**src/rtl/move_speed_ramp_and_arrival_defines.svh**
```systemverilog
// Assertion helpers for the RTL; they expect clk and rst_n in scope.
`ifndef MOVE_SPEED_RAMP_AND_ARRIVAL_DEFINES_SVH
`define MOVE_SPEED_RAMP_AND_ARRIVAL_DEFINES_SVH

// Same-cycle implication.
`define MSRA_ASSERT_IMP(label, ante, cons) \
    label: assert property (@(posedge clk) disable iff (!rst_n) (ante) |-> (cons)) \
        else $error("msra assertion failed");

// Next-cycle implication.
`define MSRA_ASSERT_NXT(label, ante, cons) \
    label: assert property (@(posedge clk) disable iff (!rst_n) (ante) |=> (cons)) \
        else $error("msra assertion failed");

`endif

```
**src/rtl/msra_pkg.sv**
```systemverilog
package msra_pkg;

    localparam int X_W    = 24;             // ramp position / accel distance
    localparam int SPAN_W = 16;             // command span, also quotient width
    localparam int ACC_W  = X_W + SPAN_W;   // product width
    localparam int CNT_W  = $clog2(SPAN_W);

    typedef enum logic [1:0] {
        ACT_IDLE  = 2'd0,
        ACT_TRANS = 2'd1,
        ACT_ROT   = 2'd2
    } act_t;

    localparam logic [1:0] KIND_TRANS = 2'd0;
    localparam logic [1:0] KIND_ROT   = 2'd1;
    localparam logic [1:0] KIND_TICK  = 2'd2;

    // boost register bits
    localparam int BOOST_DIST_BIT   = 0;
    localparam int BOOST_ORIENT_BIT = 1;
    localparam logic [1:0] BOOST_NONE    = 2'b00;
    localparam logic [1:0] BOOST_DIST2   = 2'b01;
    localparam logic [1:0] BOOST_ORIENT2 = 2'b10;

    localparam logic [1:0] BOOST_X1 = 2'd1;
    localparam logic [1:0] BOOST_X2 = 2'd2;

    // configuration register indexes
    localparam logic [2:0] REG_ACCEL_DIST  = 3'd0;
    localparam logic [2:0] REG_FULL_CMD    = 3'd1;
    localparam logic [2:0] REG_MIN_CMD     = 3'd2;
    localparam logic [2:0] REG_ORIENT_TOL  = 3'd3;
    localparam logic [2:0] REG_ORIENT_RATE = 3'd4;
    localparam logic [2:0] REG_DIST_TOL    = 3'd5;
    localparam logic [2:0] REG_DIST_RATE   = 3'd6;

    localparam logic [23:0] ACCEL_DIST_RST  = 24'd0;
    localparam logic [15:0] FULL_CMD_RST    = 16'd65535;
    localparam logic [15:0] MIN_CMD_RST     = 16'd0;
    localparam logic [15:0] ORIENT_TOL_RST  = 16'd0;
    localparam logic [15:0] ORIENT_RATE_RST = 16'd20;
    localparam logic [23:0] DIST_TOL_RST    = 24'd0;
    localparam logic [15:0] DIST_RATE_RST   = 16'd1000;

    // shared unit handshake
    typedef struct packed {
        logic start;
    } mdu_req_t;

    typedef struct packed {
        logic done;
    } mdu_rsp_t;

endpackage

```
**src/rtl/move_speed_ramp_and_arrival.sv**
```systemverilog
// Motor command limiter: trapezoidal speed ramp and arrival detection.
// Input channel s_*: one item per start-translation, start-rotation or
// control tick (kind in s_tuser). Output channel m_*: exactly one result
// item per input item, carrying the limit, action, boosts and arrival flag.
// Configuration channel cfg_*: register index and data, always ready. The
// user must write the seven registers only while the block is idle; the
// block itself does not enforce this. Other indexes are ignored.
// An accepted item passes through S_PREP and S_EVAL to S_OUT, where
// m_tvalid is high; a tick that ramps goes through S_RAMP before S_OUT and
// runs 16 multiply steps and 16 divide steps on one shared adder there.
// One item is in flight at a time: s_tready is high only when idle.
// The result is held in place while m_tready is low; no new item is taken
// until it is delivered.
// Reset: idle, start position 0, limit 65535, both boosts 1, registers at
// their defaults (accel 0, full 65535, min 0, tolerances 0, rate limits 20
// and 1000).
`include "move_speed_ramp_and_arrival_defines.svh"

module move_speed_ramp_and_arrival
    import msra_pkg::*;
(
    input  logic         clk,
    input  logic         rst_n,
    // dist_position[31:0], dist_error[63:32], dist_error_rate[95:64],
    // orient_error[127:96], orient_error_rate[159:128]
    input  logic [159:0] s_tdata,
    input  logic [1:0]   s_tuser,   // kind[1:0]
    input  logic         s_tvalid,
    output logic         s_tready,
    // command_limit[15:0], action[17:16], dist_boost[19:18],
    // orient_boost[21:20], arrived[22], zero[23]
    output logic [23:0]  m_tdata,
    output logic         m_tvalid,
    input  logic         m_tready,
    input  logic         cfg_valid,
    output logic         cfg_ready,
    input  logic [2:0]   cfg_index,
    input  logic [23:0]  cfg_data
);

    typedef enum logic [4:0] {
        S_IDLE = 5'b00001,
        S_PREP = 5'b00010,
        S_EVAL = 5'b00100,
        S_RAMP = 5'b01000,
        S_OUT  = 5'b10000
    } state_t;

    state_t st_reg, st_next;

    // configuration
    logic [23:0] accel_reg;
    logic [15:0] full_reg, min_reg, otol_reg, orate_lim_reg, drate_lim_reg;
    logic [23:0] dtol_reg;

    // move state
    act_t               act_reg;
    logic signed [31:0] start_reg;
    logic [15:0]        limit_reg;
    logic [1:0]         boost_reg;
    logic               arrived_reg;

    // captured item
    logic [1:0]         kind_reg;
    logic signed [31:0] pos_reg, derr_reg, drate_reg, oerr_reg, orate_reg;

    // magnitudes
    logic [32:0] diff_reg;
    logic [31:0] derr_mag_reg, drate_mag_reg, oerr_mag_reg, orate_mag_reg;
    logic        down_reg;

    logic        in_acc;
    logic [32:0] diff_next;
    logic [32:0] t_mag;
    logic        tick_move, arrive, ramp_acc, ramp_dec, go_ramp;
    logic        down_next;
    logic [X_W-1:0]    x_sel;
    logic [SPAN_W-1:0] span_sel, quot;
    mdu_req_t    mdu_req;
    mdu_rsp_t    mdu_rsp;

    assign cfg_ready = 1'b1;
    assign s_tready  = (st_reg == S_IDLE);
    assign m_tvalid  = (st_reg == S_OUT);
    assign in_acc    = s_tvalid && s_tready;

    always_ff @(posedge clk or negedge rst_n)
    begin
        if (!rst_n)
        begin
            accel_reg     <= ACCEL_DIST_RST;
            full_reg      <= FULL_CMD_RST;
            min_reg       <= MIN_CMD_RST;
            otol_reg      <= ORIENT_TOL_RST;
            orate_lim_reg <= ORIENT_RATE_RST;
            dtol_reg      <= DIST_TOL_RST;
            drate_lim_reg <= DIST_RATE_RST;
        end
        else if (cfg_valid && cfg_ready)
        begin
            case (cfg_index)
                REG_ACCEL_DIST:  accel_reg     <= cfg_data;
                REG_FULL_CMD:    full_reg      <= cfg_data[15:0];
                REG_MIN_CMD:     min_reg       <= cfg_data[15:0];
                REG_ORIENT_TOL:  otol_reg      <= cfg_data[15:0];
                REG_ORIENT_RATE: orate_lim_reg <= cfg_data[15:0];
                REG_DIST_TOL:    dtol_reg      <= cfg_data;
                REG_DIST_RATE:   drate_lim_reg <= cfg_data[15:0];
                default:         ;
            endcase
        end
    end

    function automatic logic [31:0] mag32(input logic signed [31:0] v);
        mag32 = v[31] ? (~v + 32'd1) : v;
    endfunction

    assign diff_next = {pos_reg[31], pos_reg} - {start_reg[31], start_reg};
    assign t_mag     = diff_reg[32] ? (~diff_reg + 33'd1) : diff_reg;

    assign tick_move = (kind_reg == KIND_TICK) && (act_reg != ACT_IDLE);
    assign arrive    = tick_move
                    && (oerr_mag_reg  < 32'(otol_reg))
                    && (orate_mag_reg < 32'(orate_lim_reg))
                    && (derr_mag_reg  < 32'(dtol_reg))
                    && (drate_mag_reg < 32'(drate_lim_reg));
    assign ramp_acc  = (t_mag < 33'(accel_reg)) && (derr_mag_reg > 32'(accel_reg));
    assign ramp_dec  = derr_mag_reg < 32'(accel_reg);
    // arrival overrides the limit, so the ramp is skipped then
    assign go_ramp   = tick_move && (act_reg == ACT_TRANS) && !arrive
                    && (ramp_acc || ramp_dec);
    assign x_sel     = ramp_acc ? t_mag[X_W-1:0] : derr_mag_reg[X_W-1:0];
    assign down_next = min_reg > full_reg;
    assign span_sel  = down_next ? (min_reg - full_reg) : (full_reg - min_reg);

    assign mdu_req.start = (st_reg == S_EVAL) && go_ramp;

    msra_mdu u_mdu (
        .clk     (clk),
        .rst_n   (rst_n),
        .req     (mdu_req),
        .x       (x_sel),
        .span    (span_sel),
        .divisor (accel_reg),
        .rsp     (mdu_rsp),
        .quot    (quot)
    );

    always_comb
    begin
        st_next = st_reg;
        case (st_reg)
            S_IDLE: if (in_acc) st_next = S_PREP;
            S_PREP: st_next = S_EVAL;
            S_EVAL: st_next = go_ramp ? S_RAMP : S_OUT;
            S_RAMP: if (mdu_rsp.done) st_next = S_OUT;
            S_OUT:  if (m_tready) st_next = S_IDLE;
            default: st_next = S_IDLE;
        endcase
    end

    always_ff @(posedge clk or negedge rst_n)
    begin
        if (!rst_n)
        begin
            st_reg      <= S_IDLE;
            act_reg     <= ACT_IDLE;
            start_reg   <= '0;
            limit_reg   <= FULL_CMD_RST;
            boost_reg   <= BOOST_NONE;
            arrived_reg <= 1'b0;
        end
        else
        begin
            st_reg <= st_next;
            if (in_acc)
                arrived_reg <= 1'b0;
            if (st_reg == S_EVAL)
            begin
                case (kind_reg)
                    KIND_TRANS:
                    begin
                        start_reg <= pos_reg;
                        limit_reg <= full_reg;
                        boost_reg <= BOOST_ORIENT2;
                        act_reg   <= ACT_TRANS;
                    end
                    KIND_ROT:
                    begin
                        limit_reg <= {1'b0, full_reg[15:1]};
                        boost_reg <= BOOST_DIST2;
                        act_reg   <= ACT_ROT;
                    end
                    default:
                    begin
                        if (arrive)
                        begin
                            limit_reg   <= full_reg;
                            boost_reg   <= BOOST_NONE;
                            act_reg     <= ACT_IDLE;
                            arrived_reg <= 1'b1;
                        end
                    end
                endcase
            end
            if (st_reg == S_RAMP && mdu_rsp.done)
                limit_reg <= down_reg ? (min_reg - quot) : (min_reg + quot);
        end
    end

    always_ff @(posedge clk)
    begin
        if (in_acc)
        begin
            kind_reg  <= s_tuser;
            pos_reg   <= s_tdata[31:0];
            derr_reg  <= s_tdata[63:32];
            drate_reg <= s_tdata[95:64];
            oerr_reg  <= s_tdata[127:96];
            orate_reg <= s_tdata[159:128];
        end
        if (st_reg == S_PREP)
        begin
            diff_reg      <= diff_next;
            derr_mag_reg  <= mag32(derr_reg);
            drate_mag_reg <= mag32(drate_reg);
            oerr_mag_reg  <= mag32(oerr_reg);
            orate_mag_reg <= mag32(orate_reg);
        end
        if (st_reg == S_EVAL)
            down_reg <= down_next;
    end

    assign m_tdata = {1'b0,
                      arrived_reg,
                      boost_reg[BOOST_ORIENT_BIT] ? BOOST_X2 : BOOST_X1,
                      boost_reg[BOOST_DIST_BIT] ? BOOST_X2 : BOOST_X1,
                      act_reg,
                      limit_reg};

    `MSRA_ASSERT_IMP(a_one_in_flight, m_tvalid, !s_tready)
    `MSRA_ASSERT_NXT(a_busy_after_accept, in_acc, !s_tready)
    `MSRA_ASSERT_IMP(a_arrived_idle, m_tvalid && arrived_reg, act_reg == ACT_IDLE)
    `MSRA_ASSERT_IMP(a_single_boost, 1'b1, boost_reg != (BOOST_DIST2 | BOOST_ORIENT2))

endmodule

```
**src/rtl/msra_mdu.sv**
```systemverilog
// Shift-add multiply then restoring divide on one adder:
// quot = (x * span) / divisor, with x < divisor so quot fits SPAN_W bits.
module msra_mdu
    import msra_pkg::*;
(
    input  logic              clk,
    input  logic              rst_n,
    input  mdu_req_t          req,
    input  logic [X_W-1:0]    x,
    input  logic [SPAN_W-1:0] span,
    input  logic [X_W-1:0]    divisor,
    output mdu_rsp_t          rsp,
    output logic [SPAN_W-1:0] quot
);

    typedef enum logic [2:0] {
        U_IDLE = 3'b001,
        U_MUL  = 3'b010,
        U_DIV  = 3'b100
    } ustate_t;

    ustate_t             st_reg, st_next;
    logic [CNT_W-1:0]    cnt_reg, cnt_next;
    logic [ACC_W-1:0]    acc_reg, acc_next;
    logic [X_W-1:0]      x_reg;
    logic [SPAN_W-1:0]   span_reg;
    logic                done_reg, done_next;

    logic [ACC_W:0]      opa, opb, sum;
    logic                sub;
    logic [X_W:0]        rem2;

    assign rem2 = {acc_reg[ACC_W-1:SPAN_W], acc_reg[SPAN_W-1]};

    always_comb
    begin
        opa = '0;
        opb = '0;
        sub = 1'b0;
        case (st_reg)
            U_MUL:
            begin
                opa = {1'b0, acc_reg[ACC_W-2:0], 1'b0};
                opb = span_reg[cnt_reg] ? {{(ACC_W + 1 - X_W){1'b0}}, x_reg} : '0;
            end
            U_DIV:
            begin
                opa = {{(ACC_W - X_W){1'b0}}, rem2};
                opb = {{(ACC_W + 1 - X_W){1'b0}}, divisor};
                sub = 1'b1;
            end
            default:
            begin
                opa = '0;
                opb = '0;
            end
        endcase
    end

    // the one shared adder/subtractor
    assign sum = opa + (sub ? ~opb : opb) + {{ACC_W{1'b0}}, sub};

    always_comb
    begin
        st_next   = st_reg;
        cnt_next  = cnt_reg;
        acc_next  = acc_reg;
        done_next = 1'b0;
        case (st_reg)
            U_IDLE:
            begin
                if (req.start)
                begin
                    st_next  = U_MUL;
                    cnt_next = CNT_W'(SPAN_W - 1);
                    acc_next = '0;
                end
            end
            U_MUL:
            begin
                acc_next = sum[ACC_W-1:0];
                cnt_next = cnt_reg - 1'b1;
                if (cnt_reg == '0)
                begin
                    st_next  = U_DIV;
                    cnt_next = CNT_W'(SPAN_W - 1);
                end
            end
            U_DIV:
            begin
                // negative difference: keep the shifted remainder
                if (sum[ACC_W])
                    acc_next = {rem2[X_W-1:0], acc_reg[SPAN_W-2:0], 1'b0};
                else
                    acc_next = {sum[X_W-1:0], acc_reg[SPAN_W-2:0], 1'b1};
                cnt_next = cnt_reg - 1'b1;
                if (cnt_reg == '0)
                begin
                    st_next   = U_IDLE;
                    done_next = 1'b1;
                end
            end
            default:
            begin
                st_next = U_IDLE;
            end
        endcase
    end

    always_ff @(posedge clk or negedge rst_n)
    begin
        if (!rst_n)
        begin
            st_reg   <= U_IDLE;
            cnt_reg  <= '0;
            done_reg <= 1'b0;
        end
        else
        begin
            st_reg   <= st_next;
            cnt_reg  <= cnt_next;
            done_reg <= done_next;
        end
    end

    always_ff @(posedge clk)
    begin
        acc_reg <= acc_next;
        if (st_reg == U_IDLE && req.start)
        begin
            x_reg    <= x;
            span_reg <= span;
        end
    end

    assign rsp.done = done_reg;
    assign quot     = acc_reg[SPAN_W-1:0];

endmodule
```
**config.mk**
```make
export PLATFORM = sky130hd
export DESIGN_NAME = move_speed_ramp_and_arrival
export DESIGN_NICKNAME = d
export VERILOG_FILES = /design/src/rtl/msra_pkg.sv /design/src/rtl/move_speed_ramp_and_arrival.sv /design/src/rtl/msra_mdu.sv
export VERILOG_INCLUDE_DIRS = /design/src /design/src/rtl
export SDC_FILE = /design/constraint.sdc
export NUM_CORES = 1
export LEC_CHECK = 0
export BUFFER_PORTS_ARGS = -buffer_cell sky130_fd_sc_hd__buf_2
export CAP_MARGIN = 20
export CORE_MARGIN = 5
export CORE_UTILIZATION = 65
export CTS_CLUSTER_DIAMETER = 30
export DETAILED_ROUTE_END_ITERATION = 12
export GPL_TIMING_DRIVEN = 0
export HOLD_SLACK_MARGIN = 0.02
export PLACE_DENSITY = 0.86
export SLEW_MARGIN = 25
export SYNTH_ARGS = -nofsm -noshare
export SYNTH_HDL_FRONTEND = slang
export SYNTH_SLANG_ARGS = --single-unit
export TNS_END_PERCENT = 20
```
**constraint.sdc**
```tcl
create_clock -name clk -period 30.9 [get_ports clk]
set_input_delay 3.09 -clock clk [delete_from_list [all_inputs] [get_ports clk]]
set_output_delay 3.09 -clock clk [all_outputs]
set_load 0.1 [all_outputs]
```
==> results.txt <==
The flow ran to the end, and the final reports show no timing, DRC or antenna violations. After detailed routing, the number of remaining DRC violations is 0. The utilization after layout came out at 77.8%. The commonest register cell after synthesis is sky130_fd_sc_hd__edfxtp_1. The level count of the clock H-tree is 3. The remaining number of nets flagged by the antenna check after routing is 0. The number of setup buffers added after CTS came out at 0.

The maximum VDD drop came out at 0.0000902 V. The count of standard-cell rows is 83. TritonCTS built the clock tree. The power per cell area came out at 87.7 mW/mm2. The synthesized design contains 404 enable-type register cells.

The first detailed-routing pass ran for 6 iterations. The clock arrives with 0.0447 ns of skew. The hold violation total from the final report is 0. The flip-flop count of the largest register after layout is 40. The area of the core came out at 0.0513 mm2. The post-layout net count came out at 3840. The DRC violation total after the first TritonRoute iteration came out at 2653. The number of slew-limit violations in the final report came to 0. For this design the total switching power over the nets is 1.20 mW. The post-synthesis mux area share came out at 4.84%. The worst setup path is of the register to register kind. The die boundary width is 237 um. The share of the clock period used by the worst path is 24.4%.

Summing all placed instances gives a cell area of 0.0359 mm2. The global routing usage on met1 is 41.2%. Derived from the worst setup path, the maximum achievable clock frequency is 133 MHz. The synthesized-area fraction occupied by ao, oa, aoi and oai cells came out at 14.0%.

Clock tree synthesis inserted a total of 112 buffers. The worst slew margin relative to its limit is 37.9%. The maximum number of pins on one net before global-route repair is 88.

The switching part of the total power is 34.3%. The peak fanout along the critical path came out at 10. The combinational cell fraction of total power came out at 28.6%. The number of global-route vias before repair came out at 27600. The initial antenna violation count came out at 9. The final global-route overflow total came out at 0. The die span in y is 237 um. The routed wire length is 101000 um. The internal power of the cells totals 2.30 mW.

The leakage dissipation is 16.2 nW. The area of the die is 0.0564 mm2. From synthesis to final layout, the design area changed by 18.6%.

Summing the areas of all and, or, nand and nor instances in the mapped netlist gives 11.7% of the synthesized area. A synthesized cell averages 11.0 um2. The proportion of register bits with asynchronous set or reset after synthesis is 32.2%.

After synthesis, the largest family of logic cells by area is compound AO/OA/AOI/OAI gates. For the pin with the worst max-slew slack, the measured transition is 0.929 ns. The leading area contributor after synthesis is sky130_fd_sc_hd__edfxtp_1. The worst setup path is captured at a register.

The clock-pin slew on the worst setup and hold paths is 0.06 ns. The routability congestion estimate from global placement came out at 1.02. The clock latency on the worst-skew pair came out at 0.68 ns. For the final routed database, the setup TNS stands at 0 ns. The post-place setup slack came out at 23.49 ns. After synthesis, the cell types taking the most area are sky130_fd_sc_hd__edfxtp_1 36%, sky130_fd_sc_hd__dfrtp_1 11%, sky130_fd_sc_hd__ha_1 8.9%. The share of layout cells above drive strength 1 is 18.3%. After clock tree synthesis, the flow added hold-fix buffers numbering 0. The tree is rooted in a sky130_fd_sc_hd__clkbuf_16.

The required time at the worst-slack endpoint came out at 31.27 ns. The clock net sink count is 596. The critical path data arrival time is 7.92 ns. In this run, flip-flops and latches consume 35.0% of the power.

The layer with the highest usage after global routing is met2. The share of Yosys cell area claimed by the top area cell type is 36.1%. Summing the areas of all fa, ha and maj instances in the mapped netlist gives 9.23% of the synthesized area. The post-route standard cell area excluding fillers is 0.0399 mm2. The post-synthesis share of cell area spent on xor and xnor gates came out at 6.25%. The post-DP HPWL is 72000 um. The flip-flop and latch count after synthesis came out at 596. The worst hold slack is 0.468 ns. For this run, global-route usage on met2 was measured as 59.3%. The routed via count divided by cell count came out at 6.46. In this run the deepest clock path goes through 3 buffers. The number of gates resized after cts is 0.

The final route contains 27000 vias. Setup repair after global routing left no endpoint under its margin. The first global-routing pass estimated 154000 um of wire. The minimum period implied by the final worst setup slack is 7.55 ns.

The number of failing setup endpoints in the final timing report is 0. The clock network accounts for 36.4% of the total power. The number of nets produced by synthesis is 3487. The number of I/O port buffers is 216.

The type of origin of the critical path is a register. The number of primary I/O pins is 221. The synthesized instance count came out at 3048. The path class of the tightest hold or removal check is register to register.

Max-cap violations in this run came to 0. The mean routed wirelength per cell came out at 24.0 um. The all-layer global routing usage came out at 34.8%.

The final worst slack came out at 23.35 ns. The post-synthesis instance area came out at 0.0336 mm2. For this configuration, the core starts out at a cell density of 65.5%. The sequential fraction of the synthesis area came out at 50.5%.

The count of warnings emitted by yosys came out at 0. The met3 demand-to-capacity share in global routing is 6.68%. The post-synthesis cell type count came out at 84.
[power by group through the flow]
stage	Combinational (mW)	Sequential, mW	Clock, mW
floorplan	0.643	1.27	0
global placement	0.900	1.26	0
detailed placement	0.958	1.23	0
CTS	0.986	1.22	1.28
global route	1.09	1.24	1.32
finish	0.999	1.23	1.27
[cell usage in the layout (no fill, tap or decap), drive strengths merged, types with 45 or more instances in the layout]
master  Yosys  layout
edfxtp    404     404
nand2     306     306
buf        11     250
ha        240     240
o21ai     239     239
inv       214     231
clkbuf     84     220
xnor2     190     190
dfrtp     150     150
a21oi     141     141
mux2      117     117
nor2      104     104
a21o       66      66
xor2       50      50
o31ai      45      45
or3        45      45
[layout make-up]
cell class                      instances  area [um2]
Antenna cell                            5        12.5
Timing Repair Buffer                  239        1380
Clock inverter                         76        1000
Multi-Input combinational cell       2143       15500
Buffer                                 95         379
Inverter                              214         803
Tap cell                              680         851
Fill cell                            3067       11400
Sequential cell                       596       17000
Clock buffer                          136        2990
[worst max-delay path: stages (launching register included)]
cell                       delay (ns)
sky130_fd_sc_hd__dfrtp_1         0.32
sky130_fd_sc_hd__clkbuf_1        0.48
sky130_fd_sc_hd__mux4_2          0.39
sky130_fd_sc_hd__and2_1          0.14
sky130_fd_sc_hd__a211oi_1        0.06
sky130_fd_sc_hd__a211oi_2        0.69
sky130_fd_sc_hd__clkbuf_1        0.44
sky130_fd_sc_hd__nand2_1         0.09
sky130_fd_sc_hd__o21ai_0         0.11
sky130_fd_sc_hd__ha_1            0.34
sky130_fd_sc_hd__a21oi_1         0.32
sky130_fd_sc_hd__o21ai_0         0.15
sky130_fd_sc_hd__a31o_2          0.27
sky130_fd_sc_hd__a311o_1         0.42
sky130_fd_sc_hd__o31a_1          0.37
sky130_fd_sc_hd__o21ai_0         0.31
sky130_fd_sc_hd__o21ai_0         0.25
sky130_fd_sc_hd__a311oi_1        0.33
sky130_fd_sc_hd__o21bai_1        0.11
sky130_fd_sc_hd__ha_1            0.32
sky130_fd_sc_hd__clkbuf_1        0.37
sky130_fd_sc_hd__buf_1           0.60
sky130_fd_sc_hd__mux2i_1         0.27
sky130_fd_sc_hd__o22ai_1         0.10
[Yosys cell counts (all sizes together), types with 17 or more instances]
cell type and number:
and3 38, dfstp 42, nand2 306, nor2 104
o21a 19, ha 240, inv 214, edfxtp 404
a22o 35, nand3 31, mux2 117, xnor2 190
nand2b 32, nor4 38, a211oi 21, or4 20
nor2b 24, o31ai 45, o22ai 23, o21ai 239
a21o 66, nor3 43, xor2 50, o41ai 17
clkbuf 84, mux2i 22, nand4 42, a21oi 141
dfrtp 150, or3 45
[path summary, 6_finish.rpt]
| kind | slack, ns | depth (start not counted) | to | startpoint |
|---|---|---|---|---|
| hold / removal | 0.47 | 0 | oerr_mag_reg[0]$_DFFE_PP_ | oerr_reg[0]$_DFFE_PP_ |
| min in group asynchronous | 2.34 | 1 | min_reg[11]$_DFFE_PN0P_ | rst_n |
| max in group asynchronous | 27.77 | 2 | orate_lim_reg[4]$_DFFE_PN1P_ | rst_n |
| setup reg to reg | 23.35 | 23 | u_mdu.acc_reg[23]$_DFFE_PP_ | u_mdu.cnt_reg[2]$_DFFE_PN0P_ |
| setup / recovery | 23.35 | 23 | u_mdu.acc_reg[23]$_DFFE_PP_ | u_mdu.cnt_reg[2]$_DFFE_PN0P_ |
| hold reg to reg | 0.47 | 0 | oerr_mag_reg[0]$_DFFE_PP_ | oerr_reg[0]$_DFFE_PP_ |
[logic make-up after synthesis]
family / after synthesis
AO/OA/AOI/OAI: 730
XOR/XNOR: 240
adder cells (fa/ha/maj): 245
buffers and inverters: 309
flip-flops: 596
multiplexers: 143
other: 2
AND/OR/NAND/NOR: 783
[through the flow]
stage               power [mW]  std cells
detailed placement        2.19       3967
floorplan                 1.92       3048
global route              3.64       4183
global placement          2.16       3944
CTS                       3.48       4179
finish                    3.50       4184
[per-layer routing]
metal  vias up  routed length [um]
met5         -                  28
met4         4                7090
met3       430                8220
met2      1520               48900
met1     13100               36400
li1      12000                   -
No activity file was read; power rests on OpenSTA's default activity.
